`config.mk`:
```
export PLATFORM = sky130hd
export DESIGN_NAME = pgp_signature_packet_parser
export DESIGN_NICKNAME = d
export VERILOG_FILES = /design/src/hw/rtl/pgpsig_pkg.sv /design/src/hw/rtl/pgpsig_core.sv /design/src/hw/rtl/pgp_signature_packet_parser.sv
export SDC_FILE = /design/constraint.sdc
export NUM_CORES = 1
export LEC_CHECK = 0
export BUFFER_PORTS_ARGS = -buffer_cell sky130_fd_sc_hd__buf_2
export CORE_MARGIN = 2
export CORE_UTILIZATION = 51
export CTS_BUF_LIST = sky130_fd_sc_hd__clkbuf_8
export CTS_CLUSTER_DIAMETER = 80
export DETAILED_ROUTE_END_ITERATION = 10
export GPL_TIMING_DRIVEN = 0
export HOLD_SLACK_MARGIN = 0.15
export PLACE_DENSITY = 0.69
export SLEW_MARGIN = 40
export SYNTH_ARGS = -nofsm -noshare
export SYNTH_HDL_FRONTEND = slang
export SYNTH_SLANG_ARGS = --single-unit
```
`constraint.sdc`:
```
create_clock -name clock -period 11.3 [get_ports clock]
set_clock_uncertainty 0.15 [all_clocks]
set_input_delay 0.565 -clock clock [delete_from_list [all_inputs] [get_ports clock]]
set_output_delay 0.565 -clock clock [all_outputs]
set_load 0.1 [all_outputs]
```
`src/hw/rtl/pgpsig_pkg.sv`:
```
package pgpsig_pkg;

   localparam int MAX_FIELD_BITS = 16;

   typedef enum logic [4:0] {
      PH_VER, PH_FIVE, PH_CLASS, PH_TIME, PH_KEY, PH_ALG, PH_HASH,
      PH_ALEN_HI, PH_ALEN_LO, PH_SLEN1, PH_SLEN2, PH_STYPE, PH_SBODY,
      PH_CK1, PH_CK2, PH_MPI_HI, PH_MPI_LO, PH_MPI_BODY, PH_TRAIL, PH_ERR
   } phase_type;

   localparam logic [2:0] ST_OK            = 3'd0;
   localparam logic [2:0] ST_BAD_VERSION   = 3'd1;
   localparam logic [2:0] ST_BAD_MARKER    = 3'd2;
   localparam logic [2:0] ST_TRUNCATED     = 3'd3;
   localparam logic [2:0] ST_AREA_MISMATCH = 3'd4;

   localparam logic [7:0]  V3_MARKER      = 8'd5;
   localparam logic [7:0]  VERSION_2      = 8'd2;
   localparam logic [7:0]  VERSION_3      = 8'd3;
   localparam logic [7:0]  VERSION_4      = 8'd4;
   localparam logic [7:0]  ALG_DSA        = 8'd17;
   localparam logic [7:0]  ALG_RSA_LAST   = 8'd3;
   localparam logic [7:0]  LEN2_MIN       = 8'd192;
   localparam logic [6:0]  SUB_TIME       = 7'd2;
   localparam logic [6:0]  SUB_ISSUER     = 7'd16;
   localparam logic [1:0]  MPI_ONE        = 2'd1;
   localparam logic [1:0]  MPI_TWO        = 2'd2;
   localparam logic [1:0]  MPI_ANY        = 2'd3;
   localparam logic [63:0] PLACEHOLDER_ID = 64'h3F3F_3F3F_3F3F_3F3F;

   typedef struct packed {
      logic [7:0] body_byte;
      logic       last_byte;
   } pgpsig_req_type;

   typedef struct packed {
      logic [2:0]  status;
      logic [7:0]  signature_class;
      logic [31:0] creation_time;
      logic [63:0] signer_key_id;
      logic        key_id_found;
   } pgpsig_rsp_type;

   typedef struct packed {
      phase_type                  phase;
      logic [2:0]                 version_seen;
      logic [MAX_FIELD_BITS-1:0]  field_remaining;
      logic signed [16:0]         area_remaining;
      logic [14:0]                sub_remaining;
      logic [6:0]                 sub_kind;
      logic                       area_index;
      logic [1:0]                 mpi_left;
      logic [31:0]                gather;
      logic [7:0]                 class_held;
      logic [31:0]                time_held;
      logic [63:0]                key_held;
      logic                       key_seen;
      logic [2:0]                 error_held;
   } pgpsig_state_type;

   localparam pgpsig_state_type STATE_RESET = '{
      phase:           PH_VER,
      version_seen:    3'd0,
      field_remaining: '0,
      area_remaining:  17'sd0,
      sub_remaining:   15'd0,
      sub_kind:        7'd0,
      area_index:      1'b0,
      mpi_left:        2'd0,
      gather:          32'd0,
      class_held:      8'd0,
      time_held:       32'd0,
      key_held:        64'd0,
      key_seen:        1'b0,
      error_held:      3'd0
   };

endpackage

```
`src/hw/rtl/pgpsig_core.sv`:
```
module pgpsig_core (
   input  logic                    clock,
   input  logic                    reset,
   input  logic                    step_en,
   input  pgpsig_pkg::pgpsig_req_type item,
   output pgpsig_pkg::pgpsig_rsp_type result
);
   import pgpsig_pkg::*;

   pgpsig_state_type state_ff;
   pgpsig_state_type state_in;

   // End of one subpacket area: the hashed area is followed by the unhashed one.
   function automatic pgpsig_state_type area_done(input pgpsig_state_type s);
      pgpsig_state_type r;
      r = s;
      if (!s.area_index) begin
         r.area_index = 1'b1;
         r.phase = PH_ALEN_HI;
      end else begin
         r.phase = PH_CK1;
      end
      return r;
   endfunction

   function automatic pgpsig_state_type sub_done(input pgpsig_state_type s);
      pgpsig_state_type r;
      r = s;
      if (!s.area_remaining[16] && (s.area_remaining != 17'sd0)) begin
         r.phase = PH_SLEN1;
      end else begin
         r = area_done(s);
      end
      return r;
   endfunction

   function automatic pgpsig_state_type mpi_done(input pgpsig_state_type s);
      pgpsig_state_type r;
      r = s;
      if (s.mpi_left == MPI_ANY) begin
         r.phase = PH_MPI_HI;
      end else begin
         r.mpi_left = s.mpi_left - 2'd1;
         r.phase = (r.mpi_left == 2'd0) ? PH_TRAIL : PH_MPI_HI;
      end
      return r;
   endfunction

   function automatic pgpsig_state_type fail(input pgpsig_state_type s,
                                             input logic [2:0] code);
      pgpsig_state_type r;
      r = s;
      r.error_held = code;
      r.phase = PH_ERR;
      return r;
   endfunction

   // A subpacket length has been read; it must be nonzero and fit in the area.
   function automatic pgpsig_state_type sub_start(input pgpsig_state_type s,
                                                  input logic [14:0] len);
      pgpsig_state_type   r;
      logic signed [17:0] area_sub;
      r = s;
      area_sub = $signed({s.area_remaining[16], s.area_remaining})
                 - $signed({3'b000, len});
      r.area_remaining = area_sub[16:0];
      r.sub_remaining = len;
      if (len == 15'd0 || area_sub[17]) begin
         r = fail(r, ST_AREA_MISMATCH);
      end else begin
         r.phase = PH_STYPE;
      end
      return r;
   endfunction

   logic [7:0]                b;
   logic signed [16:0]        area_dec;
   logic [14:0]               long_len;
   logic [14:0]               sub_rem_dec;
   logic [MAX_FIELD_BITS-1:0] field_dec;
   logic [MAX_FIELD_BITS-1:0] field_inc;
   logic [16:0]               mpi_round;
   logic [31:0]               gather_shift;

   assign b            = item.body_byte;
   assign area_dec     = state_ff.area_remaining - 17'sd1;
   assign long_len     = {1'b0, state_ff.gather[5:0], b} + 15'(LEN2_MIN);
   assign sub_rem_dec  = state_ff.sub_remaining - 15'd1;
   assign field_dec    = state_ff.field_remaining - 1'b1;
   assign field_inc    = state_ff.field_remaining + 1'b1;
   assign mpi_round    = {1'b0, state_ff.gather[7:0], b} + 17'd7;
   assign gather_shift = {state_ff.gather[23:0], b};

   always_comb begin
      state_in = state_ff;
      case (state_ff.phase)
         PH_VER: begin
            state_in.version_seen = b[2:0];
            if (b == VERSION_2 || b == VERSION_3) begin
               state_in.phase = PH_FIVE;
            end else if (b == VERSION_4) begin
               state_in.phase = PH_CLASS;
            end else begin
               state_in = fail(state_in, ST_BAD_VERSION);
            end
         end
         PH_FIVE: begin
            if (b == V3_MARKER) begin
               state_in.phase = PH_CLASS;
            end else begin
               state_in = fail(state_in, ST_BAD_MARKER);
            end
         end
         PH_CLASS: begin
            state_in.class_held = b;
            if (state_ff.version_seen == VERSION_4[2:0]) begin
               state_in.phase = PH_ALG;
            end else begin
               state_in.field_remaining = MAX_FIELD_BITS'(4);
               state_in.phase = PH_TIME;
            end
         end
         PH_TIME: begin
            state_in.time_held = {state_ff.time_held[23:0], b};
            state_in.field_remaining = field_dec;
            if (field_dec == '0) begin
               state_in.field_remaining = MAX_FIELD_BITS'(8);
               state_in.phase = PH_KEY;
            end
         end
         PH_KEY: begin
            state_in.key_held = {state_ff.key_held[55:0], b};
            state_in.field_remaining = field_dec;
            if (field_dec == '0) begin
               state_in.phase = PH_ALG;
            end
         end
         PH_ALG: begin
            if (b != 8'd0 && b <= ALG_RSA_LAST) begin
               state_in.mpi_left = MPI_ONE;
            end else if (b == ALG_DSA) begin
               state_in.mpi_left = MPI_TWO;
            end else begin
               state_in.mpi_left = MPI_ANY;
            end
            state_in.phase = PH_HASH;
         end
         PH_HASH: begin
            if (state_ff.version_seen == VERSION_4[2:0]) begin
               state_in.area_index = 1'b0;
               state_in.phase = PH_ALEN_HI;
            end else begin
               state_in.phase = PH_CK1;
            end
         end
         PH_ALEN_HI: begin
            state_in.gather = {24'd0, b};
            state_in.phase = PH_ALEN_LO;
         end
         PH_ALEN_LO: begin
            state_in.area_remaining = $signed({1'b0, state_ff.gather[7:0], b});
            if ({state_ff.gather[7:0], b} == 16'd0) begin
               state_in = area_done(state_in);
            end else begin
               state_in.phase = PH_SLEN1;
            end
         end
         PH_SLEN1: begin
            state_in.area_remaining = area_dec;
            if (b >= LEN2_MIN) begin
               state_in.gather = {26'd0, b[5:0]};
               state_in.phase = PH_SLEN2;
            end else begin
               state_in = sub_start(state_in, {7'd0, b});
            end
         end
         PH_SLEN2: begin
            state_in.area_remaining = area_dec;
            state_in = sub_start(state_in, long_len);
         end
         PH_STYPE: begin
            state_in.sub_kind = b[6:0];
            state_in.sub_remaining = sub_rem_dec;
            state_in.field_remaining = '0;
            state_in.gather = 32'd0;
            if (b[6:0] == SUB_ISSUER) begin
               // An empty issuer subpacket leaves the key id unknown.
               state_in.key_held = 64'd0;
               state_in.key_seen = (sub_rem_dec != 15'd0);
            end
            if (sub_rem_dec == 15'd0) begin
               state_in = sub_done(state_in);
            end else begin
               state_in.phase = PH_SBODY;
            end
         end
         PH_SBODY: begin
            if (state_ff.sub_kind == SUB_TIME && state_ff.field_remaining < 4) begin
               state_in.gather = gather_shift;
               state_in.field_remaining = field_inc;
               if (field_inc == MAX_FIELD_BITS'(4)) begin
                  state_in.time_held = gather_shift;
               end
            end else if (state_ff.sub_kind == SUB_ISSUER &&
                         state_ff.field_remaining < 8) begin
               state_in.key_held = {state_ff.key_held[55:0], b};
               state_in.field_remaining = field_inc;
            end
            state_in.sub_remaining = sub_rem_dec;
            if (sub_rem_dec == 15'd0) begin
               state_in = sub_done(state_in);
            end
         end
         PH_CK1: begin
            state_in.phase = PH_CK2;
         end
         PH_CK2: begin
            state_in.phase = PH_MPI_HI;
         end
         PH_MPI_HI: begin
            state_in.gather = {24'd0, b};
            state_in.phase = PH_MPI_LO;
         end
         PH_MPI_LO: begin
            // The MPI header counts bits; the body is that many bits rounded up to bytes.
            state_in.field_remaining = {2'b00, mpi_round[16:3]};
            if (mpi_round[16:3] == 14'd0) begin
               state_in = mpi_done(state_in);
            end else begin
               state_in.phase = PH_MPI_BODY;
            end
         end
         PH_MPI_BODY: begin
            state_in.field_remaining = field_dec;
            if (field_dec == '0) begin
               state_in = mpi_done(state_in);
            end
         end
         default: begin
         end
      endcase
   end

   always_comb begin
      result = '0;
      if (state_in.phase == PH_ERR) begin
         result.status = state_in.error_held;
      end else if (state_in.phase == PH_TRAIL ||
                   (state_in.phase == PH_MPI_HI && state_in.mpi_left == MPI_ANY)) begin
         result.status = ST_OK;
      end else begin
         result.status = ST_TRUNCATED;
      end
      if (result.status == ST_OK) begin
         result.signature_class = state_in.class_held;
         result.creation_time = state_in.time_held;
         if (state_in.version_seen == VERSION_4[2:0] && !state_in.key_seen) begin
            result.signer_key_id = PLACEHOLDER_ID;
            result.key_id_found = 1'b0;
         end else begin
            result.signer_key_id = state_in.key_held;
            result.key_id_found = 1'b1;
         end
      end
   end

   // The last byte of a packet returns the parser to its start for the next one.
   always_ff @(posedge clock) begin
      if (reset || (step_en && item.last_byte)) begin
         state_ff <= STATE_RESET;
      end else if (step_en) begin
         state_ff <= state_in;
      end
   end

endmodule

```
`src/hw/rtl/pgp_signature_packet_parser.sv`:
```
// Signature packet body parser for version 2, version 3 and version 4 packets.
// The req channel carries one body byte per item, with last_byte set on the
// final byte of the packet body. The rsp channel carries one item per packet:
// status, signature class, creation time, signer key id and a found flag.
// Items move on valid high and stall low at a rising clock edge.
// A byte is captured in an input register, then parsed into the packet state
// once the result register can take a result; the result of a last byte is
// registered into the result register and shown on rsp. One byte is taken
// every cycle when the result side does not stall.
// The result register is the only place a result waits: while it holds an
// item that the receiver stalls, bytes that are not yet parsed stay in the
// input register and req_stall rises once that register is full.
// Synchronous reset empties both registers and puts the parser back at the
// version byte; after a last byte the parser returns there on its own.
// Bytes after an error, and bytes after the required MPIs, are consumed
// without effect until the last byte.
module pgp_signature_packet_parser (
   input  logic                        clock,
   input  logic                        reset,
   input  logic                        req_valid,
   output logic                        req_stall,
   input  pgpsig_pkg::pgpsig_req_type  req_data,
   output logic                        rsp_valid,
   input  logic                        rsp_stall,
   output pgpsig_pkg::pgpsig_rsp_type  rsp_data
);
   import pgpsig_pkg::*;

   logic           in_valid_ff;
   logic           in_valid_in;
   pgpsig_req_type in_data_ff;
   logic           rsp_valid_ff;
   logic           rsp_valid_in;
   pgpsig_rsp_type rsp_data_ff;
   pgpsig_rsp_type step_result;
   logic           out_free;
   logic           in_take;
   logic           step_en;
   logic           rsp_load;

   assign out_free  = !rsp_valid_ff || !rsp_stall;
   assign step_en   = in_valid_ff && out_free;
   assign req_stall = in_valid_ff && !out_free;
   assign in_take   = req_valid && !req_stall;
   assign rsp_load  = step_en && in_data_ff.last_byte;

   pgpsig_core u_core (
      .clock   (clock),
      .reset   (reset),
      .step_en (step_en),
      .item    (in_data_ff),
      .result  (step_result)
   );

   always_comb begin
      in_valid_in = in_valid_ff;
      if (in_take) begin
         in_valid_in = 1'b1;
      end else if (step_en) begin
         in_valid_in = 1'b0;
      end
   end

   always_comb begin
      rsp_valid_in = rsp_valid_ff;
      if (rsp_load) begin
         rsp_valid_in = 1'b1;
      end else if (rsp_valid_ff && !rsp_stall) begin
         rsp_valid_in = 1'b0;
      end
   end

   always_ff @(posedge clock) begin
      if (reset) begin
         in_valid_ff <= 1'b0;
         rsp_valid_ff <= 1'b0;
      end else begin
         in_valid_ff <= in_valid_in;
         rsp_valid_ff <= rsp_valid_in;
      end
   end

   always_ff @(posedge clock) begin
      if (in_take) begin
         in_data_ff <= req_data;
      end
      if (rsp_load) begin
         rsp_data_ff <= step_result;
      end
   end

   assign rsp_valid = rsp_valid_ff;
   assign rsp_data  = rsp_data_ff;

endmodule

```
==> out/qor.csv, run 1 <==
metric;value;unit
number of hold buffers added after cts;13;
post-synthesis sequential element count;317;
Synth area leaders;sky130_fd_sc_hd__dfxtp_1 (23%), sky130_fd_sc_hd__edfxtp_1 (20%), sky130_fd_sc_hd__nor2_1 (6.7%);
maximum vdd drop;0.0000939;V
FP Rows;67;
type of the tightest min-delay check;flop to flop;
I/O Pins;123;
Reg2Reg Capture Point;rsp_data[63]$_SDFFCE_PP0P_;
net switching share of the total power;30.1;%
area added between synthesis and finish;14.1;%
Initial DRT Pass Iterations;6;
vias in the first global route;15894;
Hold Path End;u_core.gather_shift[29]$_SDFFE_PP0P_;
f_max;0.149;GHz
share of cells above drive strength 1;12.5;%
antenna violations before repair;1;
number of maximum-capacitance violations;0;
portion of total power attributed to the clock network;39.2;%
unrepaired setup endpoints after global routing;false;
initial core utilization;51.7;%
final-layout setup total negative slack;0;ns
share of synthesized area occupied by flip-flops and latches;43.4;%
Primary FF master, synth;sky130_fd_sc_hd__dfxtp_1;
crit path time final;6.69;ns
proportion of power drawn by flip-flops and latches;46.7;%
Root Buffer Master;sky130_fd_sc_hd__clkbuf_8;
routability-driven placement congestion ratio;0.991;
CTS Buf Count;53;
crit path launch type;flop;
Remaining DRCs;0;
maximum number of pins on one net before global-route repair;60;
flop-to-flop setup slack;4.61;ns
Buffers on Ports;122;
leakage dissipation;0.00683;uW
Starting DRT DRC Count;2147;
Total Routing Usage GR;33.6;%
final setup violating endpoints;0;
routed vias;17118;
clock latency of the later-clocked register in the worst-skew pair;0.64;ns
TritonCTS clock tree;built;
Rel. slew slack;37.4;%
classification of the worst setup path;flop to flop;
Crit path required time;11.57;ns
Syn Nets;2059;
pin slew with the least headroom to its limit;0.939;ns
number of standard cells in the layout, taps in and fillers out;2699;
Resized Gates After CTS;0;
leading area contributor after synthesis;sky130_fd_sc_hd__dfxtp_1;
Post-CTS Setup Inserts;0;
signal arrival time at the worst endpoint;6.97;ns
overall die height;188;um
Clock Path Buffers;3;
Antenna Violating Nets Remaining;0;
antenna cells;0;
final net count;2250;
final count of pins violating max slew;0;
biggest fanout along the worst timing path;10;
average wire per standard cell;22.5;um
worst r2r path cells;18;
Syn Area/Cell;8.59;um2
gr ovfl total;0;
result of the run;finished clean;
horizontal extent of the die;188;um
Hold Violations, Final;0;
Worst setup EP type;flop;
Synth top area share;23.1;%
Internal Pwr Total;1820;uW
EDFF count, synth;117;
Switch Pwr;780;uW
most repeated cell in the gate-level netlist after synthesis;sky130_fd_sc_hd__nor2_1;
Inst Count DP;2589;
number of library cell types mapped by synthesis;94;
CORE AREA;0.0335;mm2
cell count after synthesis;2018;
H-Tree Depth;2;
worst r2r src;in_data_ff[7]$_DFFE_PP_;
# clock sinks;317;
vias per std cell;6.34;
clock transition at the registers of the reported paths;0.07;ns
fraction of power consumed by combinational cells;14.1;%
ranking of synthesized cells by instance count;sky130_fd_sc_hd__nor2_1 (311), sky130_fd_sc_hd__dfxtp_1 (200), sky130_fd_sc_hd__nand2_1 (169);
post-detailed-placement half-perimeter wirelength;44400;um
Netlist Area Pre-Place;0.0173;mm2
Worst setup startpoint;in_data_ff[7]$_DFFE_PP_;
Hold Crit Depth;2;
die footprint;0.0355;mm2
synthesis warning total;0;
global-route wire length before repair;92800;um
power density cells;131;mW/mm2
overall routed net length;60800;um
Post-synth ARST share;0;%
final worst-path cycle share;59.2;%
source of the worst hold timing path;u_core.gather_shift[29]$_SDFFE_PP0P_;
## area by class of cell
class / count / area (um2)
buffer: 177 / 734
timing repair buffer: 136 / 768
inverter: 28 / 113
clock inverter: 38 / 231
tap: 448 / 561
clock buffer: 59 / 812
multi-input combinational: 1496 / 9040
fill: 3093 / 13800
sequential: 317 / 7520
## metal layers
metal  routed length, um  track usage (%)
met4                2140             13.1
met1               25900             45.3
met3                4610             5.14
met2               28200             54.6
met5                   0                0
## worst max-delay path by stage
stage	endpoint	slack, ns	cells past startpoint
after floorplan	u_core.state_ff[164]$_SDFFE_PP0P_	6.45	10
after global placement	u_core.state_ff[189]$_SDFFE_PP0P_	4.16	11
after detailed placement	rsp_data[97]$_SDFFCE_PP0P_	4.76	19
after CTS	rsp_data[97]$_SDFFCE_PP0P_	4.71	19
after global routing	rsp_data[63]$_SDFFCE_PP0P_	4.36	18
final	rsp_data[63]$_SDFFCE_PP0P_	4.61	18
## state kept, by name (all words and copies together) (netlist names)
register and flops:
rsp_valid 1, u_core.state_ff 174, rsp_data 108, u_core.gather_shift 24, in_valid_ff 1, in_data_ff 9
## metrics by stage
stage	setup WS [ns]	hold WS, ns	utilization (%)	cell area (um2)	total power, uW
floorplan	6.45	0.282	-	17300	1490
global placement	4.16	0.290	55.2	18500	1590
detailed placement	4.76	0.298	55.4	18600	1590
CTS	4.71	0.304	58.9	19700	2600
global route	4.36	0.317	59.0	19800	2670
finish	4.61	0.303	59.0	19800	2600
## power groups by stage
stage	registers [uW]	clock network (uW)	logic, uW
detailed placement	1240	0	357
global route	1210	1070	386
CTS	1210	1020	361
finish	1210	1020	366
floorplan	1310	0	174
global placement	1240	0	353
## cell families after synthesis
logic type	synth area share, %
buf+inv	4.79
simple gates	21.8
flops	43.4
xor+xnor	4.18
mux	0.700
fa+ha+maj	2.18
compound gates	22.9
## worst max-delay path: stages (launching register included)
cell	delay, ns
sky130_fd_sc_hd__edfxtp_1	0.53
sky130_fd_sc_hd__clkbuf_1	0.44
sky130_fd_sc_hd__buf_2	0.47
sky130_fd_sc_hd__inv_1	0.25
sky130_fd_sc_hd__ha_1	0.31
sky130_fd_sc_hd__clkbuf_1	0.25
sky130_fd_sc_hd__xor2_1	0.46
sky130_fd_sc_hd__ha_1	0.36
sky130_fd_sc_hd__o211ai_1	0.14
sky130_fd_sc_hd__a31oi_1	0.15
sky130_fd_sc_hd__o31a_1	0.32
sky130_fd_sc_hd__nor4b_1	0.48
sky130_fd_sc_hd__o21ai_1	0.28
sky130_fd_sc_hd__or2_2	0.40
sky130_fd_sc_hd__o22ai_1	0.24
sky130_fd_sc_hd__nor4b_2	0.31
sky130_fd_sc_hd__o21bai_2	0.23
sky130_fd_sc_hd__clkbuf_1	0.30
sky130_fd_sc_hd__nor3_1	0.38
## layout by cell type (no fill, tap or decap), types with 13 or more instances in the layout
cell type / count
sky130_fd_sc_hd__dfxtp_1: 200
sky130_fd_sc_hd__a21oi_1: 140
sky130_fd_sc_hd__a22o_1: 26
sky130_fd_sc_hd__o21ai_0: 87
sky130_fd_sc_hd__and3_1: 18
sky130_fd_sc_hd__edfxtp_1: 117
sky130_fd_sc_hd__buf_2: 134
sky130_fd_sc_hd__dlygate4sd3_1: 13
sky130_fd_sc_hd__nor2_1: 310
sky130_fd_sc_hd__nand2b_1: 18
sky130_fd_sc_hd__nand2_1: 169
sky130_fd_sc_hd__or3_1: 18
sky130_fd_sc_hd__nor3_1: 59
sky130_fd_sc_hd__nand3_1: 68
sky130_fd_sc_hd__o22ai_1: 15
sky130_fd_sc_hd__nand4_1: 13
sky130_fd_sc_hd__xnor2_1: 41
sky130_fd_sc_hd__a221oi_1: 57
sky130_fd_sc_hd__nor4_1: 19
sky130_fd_sc_hd__a22oi_1: 120
sky130_fd_sc_hd__xor2_1: 38
sky130_fd_sc_hd__inv_1: 39
sky130_fd_sc_hd__clkbuf_8: 59
sky130_fd_sc_hd__ha_1: 27
sky130_fd_sc_hd__clkbuf_1: 147
sky130_fd_sc_hd__a211oi_1: 23
No activity file was read; power rests on OpenSTA's default activity.
==> inputs of run 2 (changes only) <==
- PLACE_DENSITY: 0.69 -> 0.72
- clock period: 11.3 -> 5.6 ns (I/O delays scaled with it)
==> out/qor.csv, run 2 (synthesized netlist as in run 1, its figures left out) <==
metric;value;unit;change
flop-to-flop setup slack;0.13;ns;-4.48 ns
buffering stage count on the worst path with inverters included;4;;-1
overall routed net length;57500;um;-5.5%
CORE AREA;0.0335;mm2;unchanged
number of fill cells in the layout;3037;;-1.8%
type of the tightest min-delay check;primary input to flop;;
antenna cells;0;;unchanged
Buffers on Ports;122;;unchanged
classification of the worst setup path;flop to flop;;
post-detailed-placement cell area;0.0186;mm2;about the same
CTS Buf Count;52;;-1.9%
final worst setup slack;0.132;ns;-4.48 ns
biggest fanout along the worst timing path;10;;unchanged
initial core utilization;51.7;%;unchanged
TritonCTS clock tree;built;;
crit-path leading delay family;simple AND/OR/NAND/NOR gates;;
worst hold slack;0.207;ns;-0.0960 ns
final count of pins violating max slew;0;;unchanged
Clock Path Buffers;3;;unchanged
routability-driven placement congestion ratio;1.07;;+7.9%
Inst Count DP;2589;;unchanged
Antenna Violating Nets Remaining;0;;unchanged
maximum vdd drop;0.000178;V;+90%
register bank with the most flops;u_core.state_ff;;
worst r2r src;in_data_ff[3]$_DFFE_PP_;;
global-route wire length before repair;88300;um;-4.8%
Remaining DRCs;0;;unchanged
result of the run;finished clean;;
vias per std cell;6.36;;+0.27%
final net count;2253;;+0.13%
area added between synthesis and finish;15.3;%;
H-Tree Depth;2;;unchanged
number of standard cells in the layout, taps in and fillers out;2703;;+0.15%
I/O Pins;123;;unchanged
power density cells;260;mW/mm2;+98%
slowest CP cell;sky130_fd_sc_hd__clkbuf_1;;
leading cell type in the layout, fill and taps excluded;sky130_fd_sc_hd__nor2_1;;
Hold Violations, Final;0;;unchanged
share of cells above drive strength 1;13.6;%;+1.0 points
Layout Utilization;59.6;%;+0.61 points
# clock sinks;317;;unchanged
overall die height;188;um;unchanged
FP Rows;67;;unchanged
clock transition at the registers of the reported paths;0.06;ns;about the same
Crit path required time;5.88;ns;-5.69 ns
Root Buffer Master;sky130_fd_sc_hd__clkbuf_8;;
gr ovfl total;0;;unchanged
global routing met1 resource utilization;41.6;%;-3.8 points
horizontal extent of the die;188;um;unchanged
final standard cell area without fillers;0.0200;mm2;+1.0%
die footprint;0.0355;mm2;unchanged
Worst setup EP type;flop;;
crit path launch type;flop;;
met3 Use GR;6.03;%;+0.89 points
Total Routing Usage GR;31.4;%;-2.3 points
most used cells in the layout excluding fill and tap cells;sky130_fd_sc_hd__nor2_1 (305), sky130_fd_sc_hd__dfxtp_1 (200), sky130_fd_sc_hd__nand2_1 (169), sky130_fd_sc_hd__clkbuf_1 (141), sky130_fd_sc_hd__a21oi_1 (139);;
leakage dissipation;0.00692;uW;+1.2%
source of the worst hold timing path;rsp_stall;;
clock latency of the later-clocked register in the worst-skew pair;0.62;ns;-0.02 ns
crit path time final;5.47;ns;-1.22 ns
antenna violations before repair;0;;-1
maximum number of pins on one net before global-route repair;92;;+53%
number of maximum-capacitance violations;0;;unchanged
ordered list of cells on the worst path;clkbuf_1 > inv_1 > ha_1 > and3_1 > o21ai_0 > a31oi_2 > o31a_1 > nor4b_4 > o21ai_4 > or2_2 > o22a_2 > nor4b_4 > o21bai_4 > buf_6 > buf_6 > nor2_1;;
vias in the first global route;15870;;-0.15%
f_max;0.183;GHz;+22%
Initial DRT Pass Iterations;8;;+2
worst setup slack after placement;-1.36;ns;-6.12 ns
routed vias;17190;;+0.42%
Starting DRT DRC Count;2372;;+10%
average wire per standard cell;21.3;um;-5.6%
Rel. slew slack;39.2;%;+1.8 points
final setup violating endpoints;0;;unchanged
final worst-path cycle share;97.6;%;+38 points
global-route layer with the greatest usage;met2;;
post-detailed-placement half-perimeter wirelength;41400;um;-6.8%
Worst setup startpoint;in_data_ff[3]$_DFFE_PP_;;
signal arrival time at the worst endpoint;5.75;ns;-1.22 ns
number of flip-flops under the largest register name;174;;unchanged
met2 global-route usage;50.1;%;-4.5 points
slowest cell delay on critical path;0.67;ns;+0.14 ns
pin slew with the least headroom to its limit;0.912;ns;-0.0276 ns
-- run 2: cell count changes in the layout (fill, tap and decap cells not counted), moves of 5 or more --
cell,before,now
sky130_fd_sc_hd__buf_4,0,6
sky130_fd_sc_hd__clkbuf_1,147,141
sky130_fd_sc_hd__nor2_2,10,15
sky130_fd_sc_hd__nor2_1,310,305
sky130_fd_sc_hd__clkinv_2,12,7
sky130_fd_sc_hd__nor3_1,59,53
sky130_fd_sc_hd__inv_1,39,45
sky130_fd_sc_hd__nor3_2,6,11
-- run 2: stage by stage --
step                setup TNS [ns]  total power [uW]
floorplan                        0              3000
global placement           -204.88              3190
detailed placement         -114.03              3200
CTS                              0              5180
global route               -0.0137              5350
finish                           0              5200
-- run 2: worst reg2reg max path: stages (launching register included) --
cell	delay (ns)
sky130_fd_sc_hd__edfxtp_1	0.50
sky130_fd_sc_hd__clkbuf_1	0.67
sky130_fd_sc_hd__inv_1	0.32
sky130_fd_sc_hd__ha_1	0.44
sky130_fd_sc_hd__and3_1	0.21
sky130_fd_sc_hd__o21ai_0	0.22
sky130_fd_sc_hd__a31oi_2	0.27
sky130_fd_sc_hd__o31a_1	0.38
sky130_fd_sc_hd__nor4b_4	0.39
sky130_fd_sc_hd__o21ai_4	0.15
sky130_fd_sc_hd__or2_2	0.36
sky130_fd_sc_hd__o22a_2	0.24
sky130_fd_sc_hd__nor4b_4	0.33
sky130_fd_sc_hd__o21bai_4	0.16
sky130_fd_sc_hd__buf_6	0.18
sky130_fd_sc_hd__buf_6	0.16
sky130_fd_sc_hd__nor2_1	0.17
-- run 2: per-layer routing --
metal  vias to the layer above  share of wire, %  wire length [um]
met5                         -                 0                 0
met4                         0               4.7              2690
met3                       196               9.7              5580
met2                       982                45             25800
met1                      8166                41             23500
li1                       7846                 -                 -
-- run 2: power by group --
group,switching (uW),internal (uW)
logic,564,184
clock network,987,1020
registers,20.4,2420
-- run 2: final timing paths --
| kind | depth (start not counted) | end |
|---|---|---|
| setup / recovery | 16 | rsp_data[103]$_SDFFCE_PP0P_ |
| hold / removal | 3 | in_data_ff[5]$_DFFE_PP_ |
| setup reg to reg | 16 | rsp_data[103]$_SDFFCE_PP0P_ |
| hold reg to reg | 2 | u_core.gather_shift[24]$_SDFFE_PP0P_ |
-- run 2: timing repair --
action | CTS | global route
endpoints found under the hold margin | 25 | 0
setup buffers | 0 | 4
hold buffers | 14 | 0
pin swaps | 0 | 7
setup endpoints to repair | 113 | 105
gates resized for setup | 11 | 30
-- run 2: area by class of cell --
| type | count | area [um2] | area share [%] |
|---|---|---|---|
| Clock buffer | 55 | 757 | 3.79 |
| Clock inverter | 42 | 263 | 1.32 |
| Multi-Input combinational cell | 1496 | 9220 | 46.1 |
| Sequential cell | 317 | 7520 | 37.6 |
| Buffer | 176 | 744 | 3.73 |
| Timing Repair Buffer | 141 | 808 | 4.05 |
| Tap cell | 448 | 561 | 2.81 |
| Inverter | 28 | 113 | 0.564 |
